==> src/hdl/pmi_pkg.sv <==
// shared types and constants of the packed 13-bit word memory
// no dependencies
package pmi_pkg;

   localparam int WORD_COUNT = 8192;
   localparam int WORD_BITS  = 13;
   localparam int ADDR_W     = $clog2(WORD_COUNT);

   typedef logic [WORD_BITS-1:0] word_type;
   typedef logic [ADDR_W-1:0]    index_type;
   typedef logic [2:0]           mode_type;
   typedef logic [1:0]           hop_type;

   typedef enum logic [1:0] {
      CMD_READ    = 2'd0,
      CMD_WRITE   = 2'd1,
      CMD_RESOLVE = 2'd2,
      CMD_POINTER = 2'd3
   } cmd_type;

   localparam mode_type MODE_DIRECT   = 3'd0;
   localparam mode_type MODE_INDIRECT = 3'd1;
   localparam mode_type MODE_TRIPLE   = 3'd3;

   // one port request to the word store
   typedef struct packed {
      logic      wr_en;
      index_type wr_addr;
      word_type  wr_data;
      logic      rd_en;
      index_type rd_addr;
   } mem_req_type;

   // word address lies inside the store
   function automatic logic word_in_range(word_type a);
      return {1'b0, a} < (WORD_BITS + 1)'(WORD_COUNT);
   endfunction

   // row of the store that holds a word
   function automatic index_type word_index(word_type a);
      return a[ADDR_W-1:0];
   endfunction

endpackage

==> src/hdl/pmi_req_if.sv <==
// command channel of the packed 13-bit word memory
// depends on pmi_pkg
interface pmi_req_if;
   logic                valid;
   logic                ready;
   logic [1:0]          command;
   pmi_pkg::word_type   address;
   pmi_pkg::word_type   value;
   pmi_pkg::mode_type   mode;

   modport source (output valid, command, address, value, mode, input ready);
   modport sink (input valid, command, address, value, mode, output ready);
endinterface

==> src/hdl/pmi_rsp_if.sv <==
// result channel of the packed 13-bit word memory
// depends on pmi_pkg
interface pmi_rsp_if;
   logic              valid;
   logic              ready;
   pmi_pkg::word_type data;

   modport source (output valid, data, input ready);
   modport sink (input valid, data, output ready);
endinterface

==> src/hdl/pmi_ctrl.sv <==
// command sequencer: writes, chained word reads and the result register
// depends on pmi_pkg, pmi_req_if, pmi_rsp_if
module pmi_ctrl (
   input  logic                 clock,
   input  logic                 reset,
   pmi_req_if.sink              req_bus,
   pmi_rsp_if.source            rsp_bus,
   output pmi_pkg::mem_req_type mem_req,
   input  pmi_pkg::word_type    mem_rdata
);

   typedef enum logic [1:0] {
      ST_IDLE,
      ST_WAIT,
      ST_FINISH
   } state_type;

   state_type         state_ff, state_in;
   pmi_pkg::hop_type  hops_ff, hops_in;
   logic              oob_ff, oob_in;
   pmi_pkg::word_type res_ff, res_in;
   logic              rsp_valid_ff, rsp_valid_in;
   pmi_pkg::word_type rsp_data_ff, rsp_data_in;

   logic              accept;
   pmi_pkg::cmd_type  cmd;
   pmi_pkg::word_type start_word;
   pmi_pkg::hop_type  start_hops;
   pmi_pkg::word_type cur_word;
   pmi_pkg::word_type rd_word;

   assign req_bus.ready = (state_ff == ST_IDLE);
   assign accept        = req_bus.valid && (state_ff == ST_IDLE);
   assign cmd           = pmi_pkg::cmd_type'(req_bus.command);

   // first word of the chain and number of reads it takes
   always_comb begin
      start_word = req_bus.address;
      start_hops = 2'd0;
      case (cmd)
         pmi_pkg::CMD_READ: begin
            start_hops = 2'd1;
         end
         pmi_pkg::CMD_RESOLVE: begin
            if (req_bus.mode <= pmi_pkg::MODE_TRIPLE) begin
               start_hops = req_bus.mode[1:0];
            end else begin
               start_word = '0;
            end
         end
         pmi_pkg::CMD_POINTER: begin
            if (req_bus.mode >= pmi_pkg::MODE_INDIRECT &&
                req_bus.mode <= pmi_pkg::MODE_TRIPLE) begin
               start_hops = 2'(req_bus.mode - pmi_pkg::MODE_INDIRECT);
            end else begin
               start_word = '0;
            end
         end
         default: begin
            start_word = '0;
         end
      endcase
   end

   // word returned by the store, zero when the address was outside it
   assign cur_word = oob_ff ? '0 : mem_rdata;

   // sequencer next state
   always_comb begin
      state_in     = state_ff;
      hops_in      = hops_ff;
      oob_in       = oob_ff;
      res_in       = res_ff;
      rsp_valid_in = rsp_valid_ff;
      rsp_data_in  = rsp_data_ff;
      rd_word      = start_word;
      mem_req      = '0;

      // drain of the result register
      if (rsp_valid_ff && rsp_bus.ready) begin
         rsp_valid_in = 1'b0;
      end

      case (state_ff)
         ST_IDLE: begin
            if (accept) begin
               if (cmd == pmi_pkg::CMD_WRITE) begin
                  mem_req.wr_en   = pmi_pkg::word_in_range(req_bus.address);
                  mem_req.wr_addr = pmi_pkg::word_index(req_bus.address);
                  mem_req.wr_data = req_bus.value;
               end else if (start_hops == 2'd0) begin
                  res_in   = start_word;
                  state_in = ST_FINISH;
               end else begin
                  rd_word         = start_word;
                  mem_req.rd_en   = 1'b1;
                  mem_req.rd_addr = pmi_pkg::word_index(rd_word);
                  oob_in          = !pmi_pkg::word_in_range(rd_word);
                  hops_in         = start_hops;
                  state_in        = ST_WAIT;
               end
            end
         end
         ST_WAIT: begin
            if (hops_ff == 2'd1) begin
               res_in   = cur_word;
               state_in = ST_FINISH;
            end else begin
               // next link of the chain
               rd_word         = cur_word;
               mem_req.rd_en   = 1'b1;
               mem_req.rd_addr = pmi_pkg::word_index(rd_word);
               oob_in          = !pmi_pkg::word_in_range(rd_word);
               hops_in         = hops_ff - 2'd1;
            end
         end
         ST_FINISH: begin
            if (!rsp_valid_ff || rsp_bus.ready) begin
               rsp_valid_in = 1'b1;
               rsp_data_in  = res_ff;
               state_in     = ST_IDLE;
            end
         end
         default: begin
            state_in = ST_IDLE;
         end
      endcase
   end

   // state and registered outputs
   always_ff @(posedge clock) begin
      if (reset) begin
         state_ff     <= ST_IDLE;
         rsp_valid_ff <= 1'b0;
      end else begin
         state_ff     <= state_in;
         rsp_valid_ff <= rsp_valid_in;
      end
      hops_ff     <= hops_in;
      oob_ff      <= oob_in;
      res_ff      <= res_in;
      rsp_data_ff <= rsp_data_in;
   end

   assign rsp_bus.valid = rsp_valid_ff;
   assign rsp_bus.data  = rsp_data_ff;

endmodule

==> src/flat_wrapper.sv <==
// flat-port wrapper written by rule: the top's interface ports become plain ports
module pmi_ctrl_flat 
  (clock, reset, mem_req, mem_rdata, req_bus_valid, req_bus_command, req_bus_address, req_bus_value, req_bus_mode, req_bus_ready, rsp_bus_valid, rsp_bus_data, rsp_bus_ready);
  pmi_req_if req_bus_i ();
  pmi_rsp_if rsp_bus_i ();
  input  logic clock;
  input  logic reset;
  output pmi_pkg::mem_req_type mem_req;
  input  pmi_pkg::word_type mem_rdata;
  input wire logic [$bits(req_bus_i.valid)-1:0] req_bus_valid;
  input wire logic [$bits(req_bus_i.command)-1:0] req_bus_command;
  input wire logic [$bits(req_bus_i.address)-1:0] req_bus_address;
  input wire logic [$bits(req_bus_i.value)-1:0] req_bus_value;
  input wire logic [$bits(req_bus_i.mode)-1:0] req_bus_mode;
  output wire logic [$bits(req_bus_i.ready)-1:0] req_bus_ready;
  output wire logic [$bits(rsp_bus_i.valid)-1:0] rsp_bus_valid;
  output wire logic [$bits(rsp_bus_i.data)-1:0] rsp_bus_data;
  input wire logic [$bits(rsp_bus_i.ready)-1:0] rsp_bus_ready;
  assign req_bus_i.valid = req_bus_valid;
  assign req_bus_i.command = req_bus_command;
  assign req_bus_i.address = req_bus_address;
  assign req_bus_i.value = req_bus_value;
  assign req_bus_i.mode = req_bus_mode;
  assign req_bus_ready = req_bus_i.ready;
  assign rsp_bus_valid = rsp_bus_i.valid;
  assign rsp_bus_data = rsp_bus_i.data;
  assign rsp_bus_i.ready = rsp_bus_ready;
  pmi_ctrl u_core (.clock(clock), .reset(reset), .req_bus(req_bus_i), .rsp_bus(rsp_bus_i), .mem_req(mem_req), .mem_rdata(mem_rdata));
endmodule
==> config.mk <==
export PLATFORM = sky130hd
export DESIGN_NAME = pmi_ctrl_flat
export DESIGN_NICKNAME = d
export VERILOG_FILES = /design/src/hdl/pmi_pkg.sv /design/src/hdl/pmi_req_if.sv /design/src/hdl/pmi_rsp_if.sv /design/src/hdl/pmi_ctrl.sv /design/src/flat_wrapper.sv
export SDC_FILE = /design/constraint.sdc
export NUM_CORES = 1
export LEC_CHECK = 0
export ABC_AREA = 1
export BUFFER_PORTS_ARGS = -buffer_cell sky130_fd_sc_hd__buf_2
export CAP_MARGIN = 10
export CORE_MARGIN = 2
export CORE_UTILIZATION = 48
export CTS_BUF_LIST = sky130_fd_sc_hd__clkbuf_4
export CTS_CLUSTER_DIAMETER = 150
export CTS_CLUSTER_SIZE = 14
export DETAILED_ROUTE_END_ITERATION = 8
export PLACE_DENSITY_LB_ADDON = 0.1
export REMOVE_ABC_BUFFERS = 1
export SETUP_SLACK_MARGIN = 0.15
export SLEW_MARGIN = 5
export SYNTH_ARGS = -nofsm -noshare
export SYNTH_HDL_FRONTEND = slang
export SYNTH_SLANG_ARGS = --single-unit
==> constraint.sdc <==
create_clock -name clock -period 3.1 [get_ports clock]
set_input_delay 0.62 -clock clock [delete_from_list [all_inputs] [get_ports clock]]
set_output_delay 0.62 -clock clock [all_outputs]
set_load 0.05 [all_outputs]
Word-level counts from Yosys, hierarchy flattened

Cells that the tools add are included.

Register bits: 32
Latch bits: 0
Bits in writable memories: 0
Memory bits (read-only): 0
Output and inout bits: 56
Memories: 0

Add/subtract/negate cells: 2
$mul: 0
Divide/modulo/power cells: 0
Order comparisons: 2
Equality and inequality tests: 13
Shift-type cells: 0
Multiplexer cells: 38
Bitwise gates (word level): 0
Reduce and logical (&&, ||, !) cells: 13

Operators by type and width:

| operator            | number |
|---|---|
| $mux 13             | 7 |
| $mux 27             | 2 |
| $mux 14             | 3 |
| $mux 41             | 1 |
| $pmux 13 s3         | 1 |
| $pmux 14 s2         | 1 |
| $pmux 13 s2         | 1 |
| $mux 2              | 11 |
| $pmux 2 s3          | 2 |
| $reduce_and 5->1    | 2 |
| $ne 2x1->1 const B  | 4 |
| $mux 1              | 7 |
| $eq 2x1->1 const B  | 3 |
| $eq 2x2->1 const B  | 3 |
| $logic_not 2->1     | 3 |
| $ne 2x2->1 const B  | 3 |
| $pmux 2 s2          | 1 |
| $reduce_and 4->1    | 1 |
| $sub 2x1->2 const B | 2 |
| $ge 3x1->1 const B  | 1 |
| $le 3x2->1 const B  | 1 |
| $logic_and 1x1->1   | 3 |
| $pmux 1 s2          | 1 |
| $reduce_and 2->1    | 1 |
| 3 further kinds     | 3 |

Logic depth before layout (Yosys ltp)

Gate-level depths: netlist of the first run.

Word-level depth: 9
Gate-level depth with buffers: 11
Mapped depth without buffers: 11

Worst setup path after synthesis of the first run

No wires, ideal clock.

Kind: reg2out
From: reg u_core.state_ff[1]
To: out mem_req[20] in the netlist's numbering
Arrival time: 2.247 ns
Required time: 2.480 ns
Setup slack: 0.233 ns
Cell stages (with the launch flop): 6
Cells stage by stage: dfxtp_1 nor2_1 nand2_1 buf_2 buf_1 nor2_1

RTL lines:

| element                | RTL line          | source |
|---|---|---|
| from (decl)            | pmi_ctrl.sv:18    | `state_type state_ff, state_in;` |
| from (signal assigned) | pmi_ctrl.sv:136   | `state_ff <= state_in;` |
| to (decl)              | flat_wrapper.sv:8 | `output pmi_pkg::mem_req_type mem_req;` |

==> results.tsv, run 1 <==
stage	metric	value	unit
outcome	status	completed	
worst_setup_path	R2R setup slack	960	ps
synth	Synth async-reset ratio	0	%
hold_path	HP Class	register to register	
clocking	cts hold-fix bufs	0	
timing	setup ws final	386	ps
synth	Seq/Total Area, Yosys	51.2	%
routing	drt total wl	4010	um
worst_setup_path	Reg2Reg Depth	6	
clocking	root buffer cell	clkbuf_4	
timing	final setup fails	0	
pwr	LEAKAGE	1.17	nW
routing	Detailed Route Iter0 Violations	52	
synth	synth unique cells	24	
worst_setup_path	CP Max Fanout	16	
synth	#FFs+latches synth	31	
job	Max Cap Viol	0	
clocking	clock buffer depth	2	
timing	RSZ-0062 raised after global routing	false	
routing	antenna-violating nets left	0	
clocking	worst skew pair latency	310	ps
timing	fin crit period	2710	ps
finish	register area	901	um2
grt	GRT Overall Usage	20.6	%
timing	final slew viol count	0	
grt	pin count of the biggest net entering global routing	31	
synth	Synth Flop Type	edfxtp_1	
finish	nets@finish	363	
routing	first drt pass iteration count	4	
routing	wire length per cell	11.1	um
finish	ant diodes	0	
floorplan	Die Wd	64.6	um
finish	commonest non-fill, non-tap cell in the layout	buf_2	
clocking	clk sinks	31	
worst_setup_path	CP Class	input pin to output port	
routing	vias	1737	
synth	Yosys Warn Count	0	
floorplan	Ports	104	
clocking	CTS Buf Count	5	
grt	initial antenna violation count	0	
worst_setup_path	Worst Setup SP	req_bus_mode[0]	
worst_setup_path	RR Startpoint	u_core.hops_ff[1]$_DFFE_PP_	
floorplan	Die Y	64.6	um
pwr	Total Power	1.05	mW
finish	Fill cells	340	
grt	GRT overflow	0	
placed_design	Detailed Place HPWL	3110	um
grt	vias in the first global route	1582	
finish	commonest cells after routing, fill and taps aside	buf_2, nand2_1, nor2_1, edfxtp_1, inv_1	
grt	first-pass GRT wire length	6560	um
timing	Clock Skew	5.09	ps
floorplan	row count	22	
worst_setup_path	CP required	2480	ps
finish	area growth from synthesis to layout	34.3	%
synth	area of the mapped netlist	1760	um2
clocking	CTS clock-pin slew for the worst setup and hold paths	90	ps
worst_setup_path	Worst Setup EP	mem_req[9]	
worst_setup_path	CP Capture Type	output port	
timing	slew at the pin with the worst max-slew slack	915	ps
placed_design	RD Place Congestion	0.901	
pwr	Peak VDD IR	0.145	mV
worst_setup_path	R2R Path End	u_core.res_ff[7]$_DFFE_PP_	
floorplan	full die area	4170	um2
placed_design	worst slack at placement	401	ps
placed_design	Area after DPL	2310	um2
timing	Worst slew margin	38.8	%
routing	# DRC	0	
placed_design	PortBufs	103	
clocking	H-tree Lvls	2	
floorplan	Starting Density	48.8	%
synth	mean post-synth cell area	8.42	um2
synth	Cells after Synth	209	
pwr	Pwr Density	445	nW/um2
floorplan	core area	3610	um2
timing	Peak Freq	368	MHz
synth	EDFF count, synth	28	
finish	post-route cell area	2360	um2
finish	Multi-input gate area	741	um2
timing	Hold Vio Cnt, Final	0	
timing	WHS	417	ps
worst_setup_path	worst endpoint data arrival time	2090	ps
worst_setup_path	Setup crit start kind	input pin	
routing	vias per cell	4.81	
clocking	CTS tree	built	
timing	Final Cycle Share	87.5	%
clocking	Setup Fix Bufs, Post-CTS	0	
clocking	cts repair resizes	0	
finish	layout cells sized above 1	42.5	%
-- how the worst min path moves through the flow --
stage	start	to	slack [ps]	cells past startpoint
2_1_floorplan	u_core.res_ff[0]$_DFFE_PP_	u_core.rsp_bus.data[0]$_DFFE_PP_	400	0
3_3_place_gp	u_core.res_ff[9]$_DFFE_PP_	u_core.rsp_bus.data[9]$_DFFE_PP_	400	0
3_5_place_dp	u_core.res_ff[5]$_DFFE_PP_	u_core.rsp_bus.data[5]$_DFFE_PP_	410	0
4_1_cts	u_core.res_ff[8]$_DFFE_PP_	u_core.rsp_bus.data[8]$_DFFE_PP_	420	0
5_1_grt	u_core.res_ff[7]$_DFFE_PP_	u_core.rsp_bus.data[7]$_DFFE_PP_	430	0
6_report	u_core.res_ff[8]$_DFFE_PP_	u_core.rsp_bus.data[8]$_DFFE_PP_	420	0
-- cell families (layout without fill, tap and decap cells) --
| logic type | after synthesis | in the layout | synth area share (%) |
|---|---|---|---|
| DFF | 31 | 31 | 51.2 |
| AOI/OAI and AO/OA | 34 | 34 | 13.7 |
| and+or+nand+nor | 113 | 113 | 26.2 |
| buffers and inverters | 28 | 132 | 6.75 |
| adders and majority gates | 3 | 3 | 2.13 |
-- layer usage --
metal	global-route usage, %	part of all wire [%]	up-vias
met5	0	0	-
met4	11.4	2.8	0
met3	3.65	5.9	11
met2	37.0	48	72
met1	22.9	43	756
li1	-	-	898
-- stage by stage --
stage          std cells  util (%)  setup TNS [ps]
2_1_floorplan        198         -           -4380
3_3_place_gp         353      64.1               0
3_5_place_dp         353      64.1               0
4_1_cts              361      65.6               0
5_1_grt              361      65.6               0
6_report             361      65.6               0
-- flip-flops by register name, indices dropped and copies added (netlist names) --
signal,cells
u_core.hops_ff,2
u_core.res_ff,13
u_core.rsp_bus.data,13
u_core.rsp_bus.valid,1
u_core.state_ff,2
-- critical path, cell delays in order --
cell and delay [ps]:
buf_2 160, ha_1 190, nor2_2 50, nor2_2 160, nand2_2 100, nor2_2 110, nor2_2 50, nand2_2 70
nand2_4 140, o22ai_1 150, buf_2 290
-- cell type report --
class	instances	area share [%]
Tap cell	48	2.54
Clock inverter	2	0.370
Timing Repair Buffer	107	23.1
Inverter	17	2.70
Sequential cell	31	38.1
Clock buffer	6	1.90
Multi-Input combinational cell	150	31.3
-- synth_stat cells (2+ instances only) --
cell type,n,area share (%)
nor2_1,34,7.2
inv_1,16,3.4
buf_1,2,0.43
o22ai_1,6,2.1
ha_1,3,2.1
clkbuf_1,5,1.1
a21oi_1,3,0.85
nand2_2,2,0.71
buf_2,2,0.57
o21ai_1,8,2.3
nand3_1,3,0.85
o22ai_2,8,5.7
nand2_1,66,14
dfxtp_1,3,3.4
edfxtp_1,28,48
nor2_2,5,1.8
o21ai_0,8,2.3
-- where the power goes --
group | leakage (nW) | internal, mW | switching (mW) | total, mW
Sequential | 0.288 | 0.499 | 0.00733 | 0.507
Combinational | 0.845 | 0.0845 | 0.246 | 0.331
Clock | 0.0331 | 0.0937 | 0.121 | 0.214
Total | 1.17 | 0.677 | 0.374 | 1.05
Note: power is estimated with default switching activity, not from simulation.
==> run 2, diff against run 1 <==
--- a/config.mk
+++ b/config.mk
@@ -6,6 +6,7 @@
 export NUM_CORES = 1
 export LEC_CHECK = 0
 export ABC_AREA = 1
+export ABC_CLOCK_PERIOD_IN_PS = 3100
 export BUFFER_PORTS_ARGS = -buffer_cell sky130_fd_sc_hd__buf_2
 export CAP_MARGIN = 10
 export CORE_MARGIN = 2
@@ -15,7 +16,6 @@
 export CTS_CLUSTER_SIZE = 14
 export DETAILED_ROUTE_END_ITERATION = 8
 export PLACE_DENSITY_LB_ADDON = 0.1
-export REMOVE_ABC_BUFFERS = 1
 export SETUP_SLACK_MARGIN = 0.15
 export SLEW_MARGIN = 5
 export SYNTH_ARGS = -nofsm -noshare
==> results.tsv, run 2 (synthesis results as in run 1) <==
stage	metric	value	unit	change
outcome	status	completed		
clocking	clk sinks	31		unchanged
worst_setup_path	Setup crit start kind	input pin		
pwr	LEAKAGE	1.17	nW	+0.69%
worst_setup_path	RR Startpoint	u_core.hops_ff[1]$_DFFE_PP_		
worst_setup_path	R2R Path End	u_core.res_ff[10]$_DFFE_PP_		
timing	Final Cycle Share	86.5	%	-1.0 points
pwr	Peak VDD IR	0.164	mV	+13%
hold_path	HP Class	register to register		
worst_setup_path	slowest cell on the critical path	buf_2		
timing	setup ws final	418	ps	+31.7 ps
worst_setup_path	R2R setup slack	970	ps	about the same
finish	layout cells sized above 1	42.3	%	-0.18 points
routing	wire length per cell	11.0	um	-1.3%
timing	final setup fails	0		unchanged
finish	commonest non-fill, non-tap cell in the layout	buf_2		
placed_design	Detailed Place HPWL	3210	um	+3.2%
clocking	Setup Fix Bufs, Post-CTS	0		unchanged
clocking	worst skew pair latency	320	ps	about the same
worst_setup_path	Reg2Reg Depth	6		unchanged
grt	GRT overflow	0		unchanged
floorplan	row count	22		unchanged
floorplan	Die Wd	64.6	um	unchanged
floorplan	full die area	4170	um2	unchanged
placed_design	PortBufs	103		unchanged
worst_setup_path	worst-path cell chain	buf_2 > inv_1 > ha_1 > nor2_1 > a21oi_2 > nand2_2 > nor2_2 > nor2_2 > nand2_2 > nand2_4 > o22ai_1 > buf_2		
routing	Detailed Route Iter0 Violations	69		+33%
placed_design	Area after DPL	2320	um2	+0.22%
job	Max Cap Viol	0		unchanged
timing	Setup TNS	0	ps	unchanged
placed_design	worst slack at placement	410	ps	+9.89 ps
clocking	CTS Buf Count	5		unchanged
routing	drt total wl	3940	um	-1.6%
hold_path	worst hold start	u_core.res_ff[8]$_DFFE_PP_		
clocking	H-tree Lvls	2		unchanged
worst_setup_path	CP required	2480	ps	about the same
floorplan	Die Y	64.6	um	unchanged
synth	net count after synthesis	260		
placed_design	number of placed instances, taps included	352		-0.28%
grt	first-pass GRT wire length	6470	um	-1.4%
grt	pin count of the biggest net entering global routing	31		unchanged
worst_setup_path	CP Max Fanout	16		unchanged
clocking	cts hold-fix bufs	0		unchanged
routing	vias	1756		+1.1%
grt	initial antenna violation count	0		unchanged
worst_setup_path	CP Capture Type	output port		
routing	vias per cell	4.88		+1.4%
placed_design	RD Place Congestion	0.907		+0.68%
timing	RSZ-0062 raised after global routing	false		
routing	# DRC	0		unchanged
timing	WHS	424	ps	+6.88 ps
worst_setup_path	worst endpoint data arrival time	2060	ps	-30 ps
timing	slew at the pin with the worst max-slew slack	911	ps	-4.18 ps
clocking	CTS tree	built		
clocking	clock buffer depth	2		unchanged
timing	Hold Vio Cnt, Final	0		unchanged
grt	GRT Overall Usage	19.8	%	-0.76 points
floorplan	Starting Density	48.8	%	unchanged
timing	Clock Skew	6.92	ps	+1.83 ps
finish	ant diodes	0		unchanged
routing	first drt pass iteration count	4		unchanged
finish	area growth from synthesis to layout	35.9	%	
hold_path	Hold Path Stages	0		unchanged
hold_path	Hold EP	u_core.rsp_bus.data[8]$_DFFE_PP_		
timing	fin crit period	2680	ps	-31.7 ps
timing	final slew viol count	0		unchanged
routing	antenna-violating nets left	0		unchanged
floorplan	Ports	104		unchanged
clocking	CTS clock-pin slew for the worst setup and hold paths	90	ps	about the same
pwr	Pwr Density	474	nW/um2	+6.5%
clocking	root buffer cell	clkbuf_4		
floorplan	core area	3610	um2	unchanged
finish	fin cells	360		-0.28%
worst_setup_path	CP Class	input pin to output port		
worst_setup_path	crit-path max cell delay	280	ps	about the same
grt	vias in the first global route	1620		+2.4%
timing	Peak Freq	373	MHz	+1.2%
timing	Worst slew margin	39.1	%	+0.28 points
finish	commonest cells after routing, fill and taps aside	buf_2, nand2_1, nor2_1, edfxtp_1, inv_1		
clocking	cts repair resizes	0		unchanged
finish	post-route cell area	2390	um2	+1.2%
finish	nets@finish	362		-0.28%
-- run 2: cell types whose count changed in the layout (fill, tap and decap cells not counted), sizes merged --
cell,before,now
bufinv,0,1
buf,107,106
clkbuf,6,5
-- run 2: metal layers --
metal	up-vias	global-route usage (%)	routed length [um]
met5	-	0	0
met4	0	10.4	108
met3	11	2.78	323
met2	97	37.4	1920
met1	756	21.2	1590
li1	892	-	-
-- run 2: worst max-delay path, delay by kind of cell --
| kind | cells | cell delay, ps |
|---|---|---|
| buffers and inverters | 3 | 500 |
| adder cells (fa/ha/maj) | 1 | 140 |
| AND/OR/NAND/NOR | 6 | 490 |
| AO/OA/AOI/OAI | 2 | 300 |
-- run 2: layout make-up --
class,count,area (um2)
Fill cell,336,1210
Inverter,17,63.8
Multi-Input combinational cell,150,741
Timing Repair Buffer,106,551
Clock buffer,5,37.5
Sequential cell,31,901
Tap cell,48,60.1
Clock inverter,3,38.8
-- run 2: worst max path at each step --
stage | from | to | slack, ps | depth (start not counted)
2_1_floorplan | u_core.state_ff[1]$_SDFFE_PP0P_ | mem_req[20] | 230 | 5
3_3_place_gp | req_bus_mode[0] | mem_req[6] | 450 | 11
3_5_place_dp | req_bus_mode[1] | mem_req[9] | 410 | 12
4_1_cts | req_bus_mode[1] | mem_req[9] | 410 | 12
5_1_grt | req_bus_mode[0] | mem_req[3] | 260 | 11
6_report | req_bus_mode[1] | mem_req[6] | 420 | 12
-- run 2: where the power goes --
part	switching (mW)	internal [mW]
Sequential	0.00757	0.499
Clock	0.130	0.166
Combinational	0.245	0.0854
Total	0.382	0.750
-- run 2: metrics by stage --
stage,utilization [%],power [mW]
final,66.3,1.13
after global routing,66.3,1.19
after CTS,66.3,1.14
after detailed placement,64.2,0.849
after global placement,64.2,0.846
after floorplan,-,0.759
==> run 3, diff against run 2 <==
==> constraint.sdc (replaced) <==
create_clock -name clock -period 3.1 [get_ports clock]
set_input_delay 0.31 -clock clock [delete_from_list [all_inputs] [get_ports clock]]
set_output_delay 0.31 -clock clock [all_outputs]
set_load 0.05 [all_outputs]
==> results.tsv, run 3 (synthesis results as in run 1) <==
stage	metric	value	unit	change
worst_setup_path	worst endpoint data arrival time	2080	ps	+20 ps
timing	Clock Skew	7.02	ps	+0.0938 ps
timing	Setup TNS	0	ps	unchanged
grt	GRT Overall Usage	19.7	%	-0.097 points
pwr	Peak VDD IR	0.128	mV	-22%
finish	Fill cells	330		-1.8%
outcome	status	completed		
clocking	Setup Fix Bufs, Post-CTS	0		unchanged
clocking	CTS tree	built		
finish	commonest cells after routing, fill and taps aside	buf_2, nand2_1, nor2_1, edfxtp_1, inv_1		
hold_path	HP Class	input pin to register		
routing	wire length per cell	10.9	um	-0.92%
timing	final setup fails	0		unchanged
placed_design	PortBufs	103		unchanged
grt	first-pass GRT wire length	6410	um	-0.96%
finish	nets@finish	362		unchanged
finish	area growth from synthesis to layout	33.5	%	
pwr	P_int	0.663	mW	-12%
pwr	switching share of power	35.9	%	+2.2 points
clocking	clk sinks	31		unchanged
floorplan	row count	22		unchanged
finish	layout cells sized above 1	42.1	%	-0.19 points
routing	antenna-violating nets left	0		unchanged
floorplan	core area	3610	um2	unchanged
placed_design	Detailed Place HPWL	3130	um	-2.5%
routing	Detailed Route Iter0 Violations	87		+26%
timing	slew at the pin with the worst max-slew slack	910	ps	-0.125 ps
floorplan	Ports	104		unchanged
floorplan	full die area	4170	um2	unchanged
pwr	power share of the sequential group	49.0	%	+4.3 points
floorplan	Starting Density	48.8	%	unchanged
worst_setup_path	Setup crit start kind	register		
pwr	Pwr Density	440	nW/um2	-7.0%
clocking	H-tree Lvls	2		unchanged
worst_setup_path	CP Capture Type	output port		
timing	Worst slew margin	39.1	%	about the same
clocking	cts hold-fix bufs	0		unchanged
grt	initial antenna violation count	0		unchanged
finish	commonest non-fill, non-tap cell in the layout	buf_2		
timing	final slew viol count	0		unchanged
timing	RSZ-0062 raised after global routing	false		
finish	Multi-input gate area	741	um2	unchanged
timing	Final Cycle Share	77.2	%	-9.4 points
floorplan	Die Y	64.6	um	unchanged
routing	first drt pass iteration count	4		unchanged
job	Max Cap Viol	0		unchanged
worst_setup_path	CP Max Fanout	16		unchanged
timing	WHS	190	ps	-234 ps
grt	GRT overflow	0		unchanged
grt	pin count of the biggest net entering global routing	31		unchanged
clocking	worst skew pair latency	310	ps	about the same
timing	Hold Vio Cnt, Final	0		unchanged
routing	# DRC	0		unchanged
placed_design	RD Place Congestion	0.884		-2.5%
worst_setup_path	CP Class	register to output port		
pwr	clock power share	19.3	%	-6.8 points
timing	Peak Freq	418	MHz	+12%
synth	net count after synthesis	260		unchanged
clocking	clock buffer depth	2		unchanged
finish	ant diodes	0		unchanged
worst_setup_path	CP required	2790	ps	+310 ps
routing	vias	1727		-1.7%
clocking	root buffer cell	clkbuf_4		
clocking	CTS clock-pin slew for the worst setup and hold paths	80	ps	about the same
finish	register area	901	um2	unchanged
clocking	cts repair resizes	0		unchanged
routing	vias per cell	4.81		-1.4%
clocking	CTS Buf Count	5		unchanged
grt	vias in the first global route	1550		-4.3%
routing	drt total wl	3900	um	-1.2%
pwr	Net Switching	0.372	mW	-2.8%
pwr	LEAKAGE	1.16	nW	-1.5%
timing	fin crit period	2390	ps	-290 ps
pwr	Comb pwr share	31.7	%	+2.5 points
floorplan	Die Wd	64.6	um	unchanged
-- run 3: worst paths after layout --
kind	start	end	slack, ps	cells past startpoint
worst max register to register	u_core.hops_ff[1]$_DFFE_PP_	u_core.res_ff[1]$_DFFE_PP_	1030	6
worst max-delay path	u_core.state_ff[1]$_SDFFE_PP0P_	mem_req[9]	710	6
worst min register to register	u_core.res_ff[9]$_DFFE_PP_	u_core.rsp_bus.data[9]$_DFFE_PP_	430	0
worst min-delay path	reset	u_core.state_ff[1]$_SDFFE_PP0P_	190	2
-- run 3: area by class of cell --
cell class | count | share of cell area, %
Sequential cell | 31 | 38.3
Clock inverter | 2 | 0.373
Clock buffer | 5 | 1.60
Inverter | 17 | 2.72
Multi-Input combinational cell | 150 | 31.5
Timing Repair Buffer | 106 | 22.9
Tap cell | 48 | 2.56
-- run 3: power groups by stage --
stage                     clock network (mW)  logic [mW]  registers [mW]
after detailed placement                   0       0.328           0.517
after CTS                              0.205       0.329           0.508
after global routing                   0.232       0.356           0.510
after floorplan                            0       0.211           0.549
final                                  0.199       0.328           0.507
after global placement                     0       0.326           0.516
-- run 3: routing by layer --
metal  global-route usage (%)  up-vias  share of wire [%]
met1                     23.2      750                 44
met2                     34.8       79                 47
li1                         -      889                  -
met5                        0        -                  0
met3                     3.65        9                6.9
met4                     9.04        0                2.7
-- run 3: worst max-delay path, stage by stage, from the launching register on --
cell	delay (ps)
dfxtp_1	330
nor2_1	240
nand2_1	350
inv_1	200
nand2_4	160
o22ai_1	190
buf_2	300
-- run 3: through the flow --
step | std cells | area, um2 | setup WS, ps | util [%] | total power [mW]
floorplan | 209 | 1760 | 543 | - | 0.759
global placement | 352 | 2300 | 1060 | 63.9 | 0.842
detailed placement | 352 | 2300 | 998 | 63.9 | 0.845
CTS | 359 | 2350 | 767 | 65.2 | 1.04
global route | 359 | 2350 | 593 | 65.2 | 1.10
finish | 359 | 2350 | 708 | 65.2 | 1.03
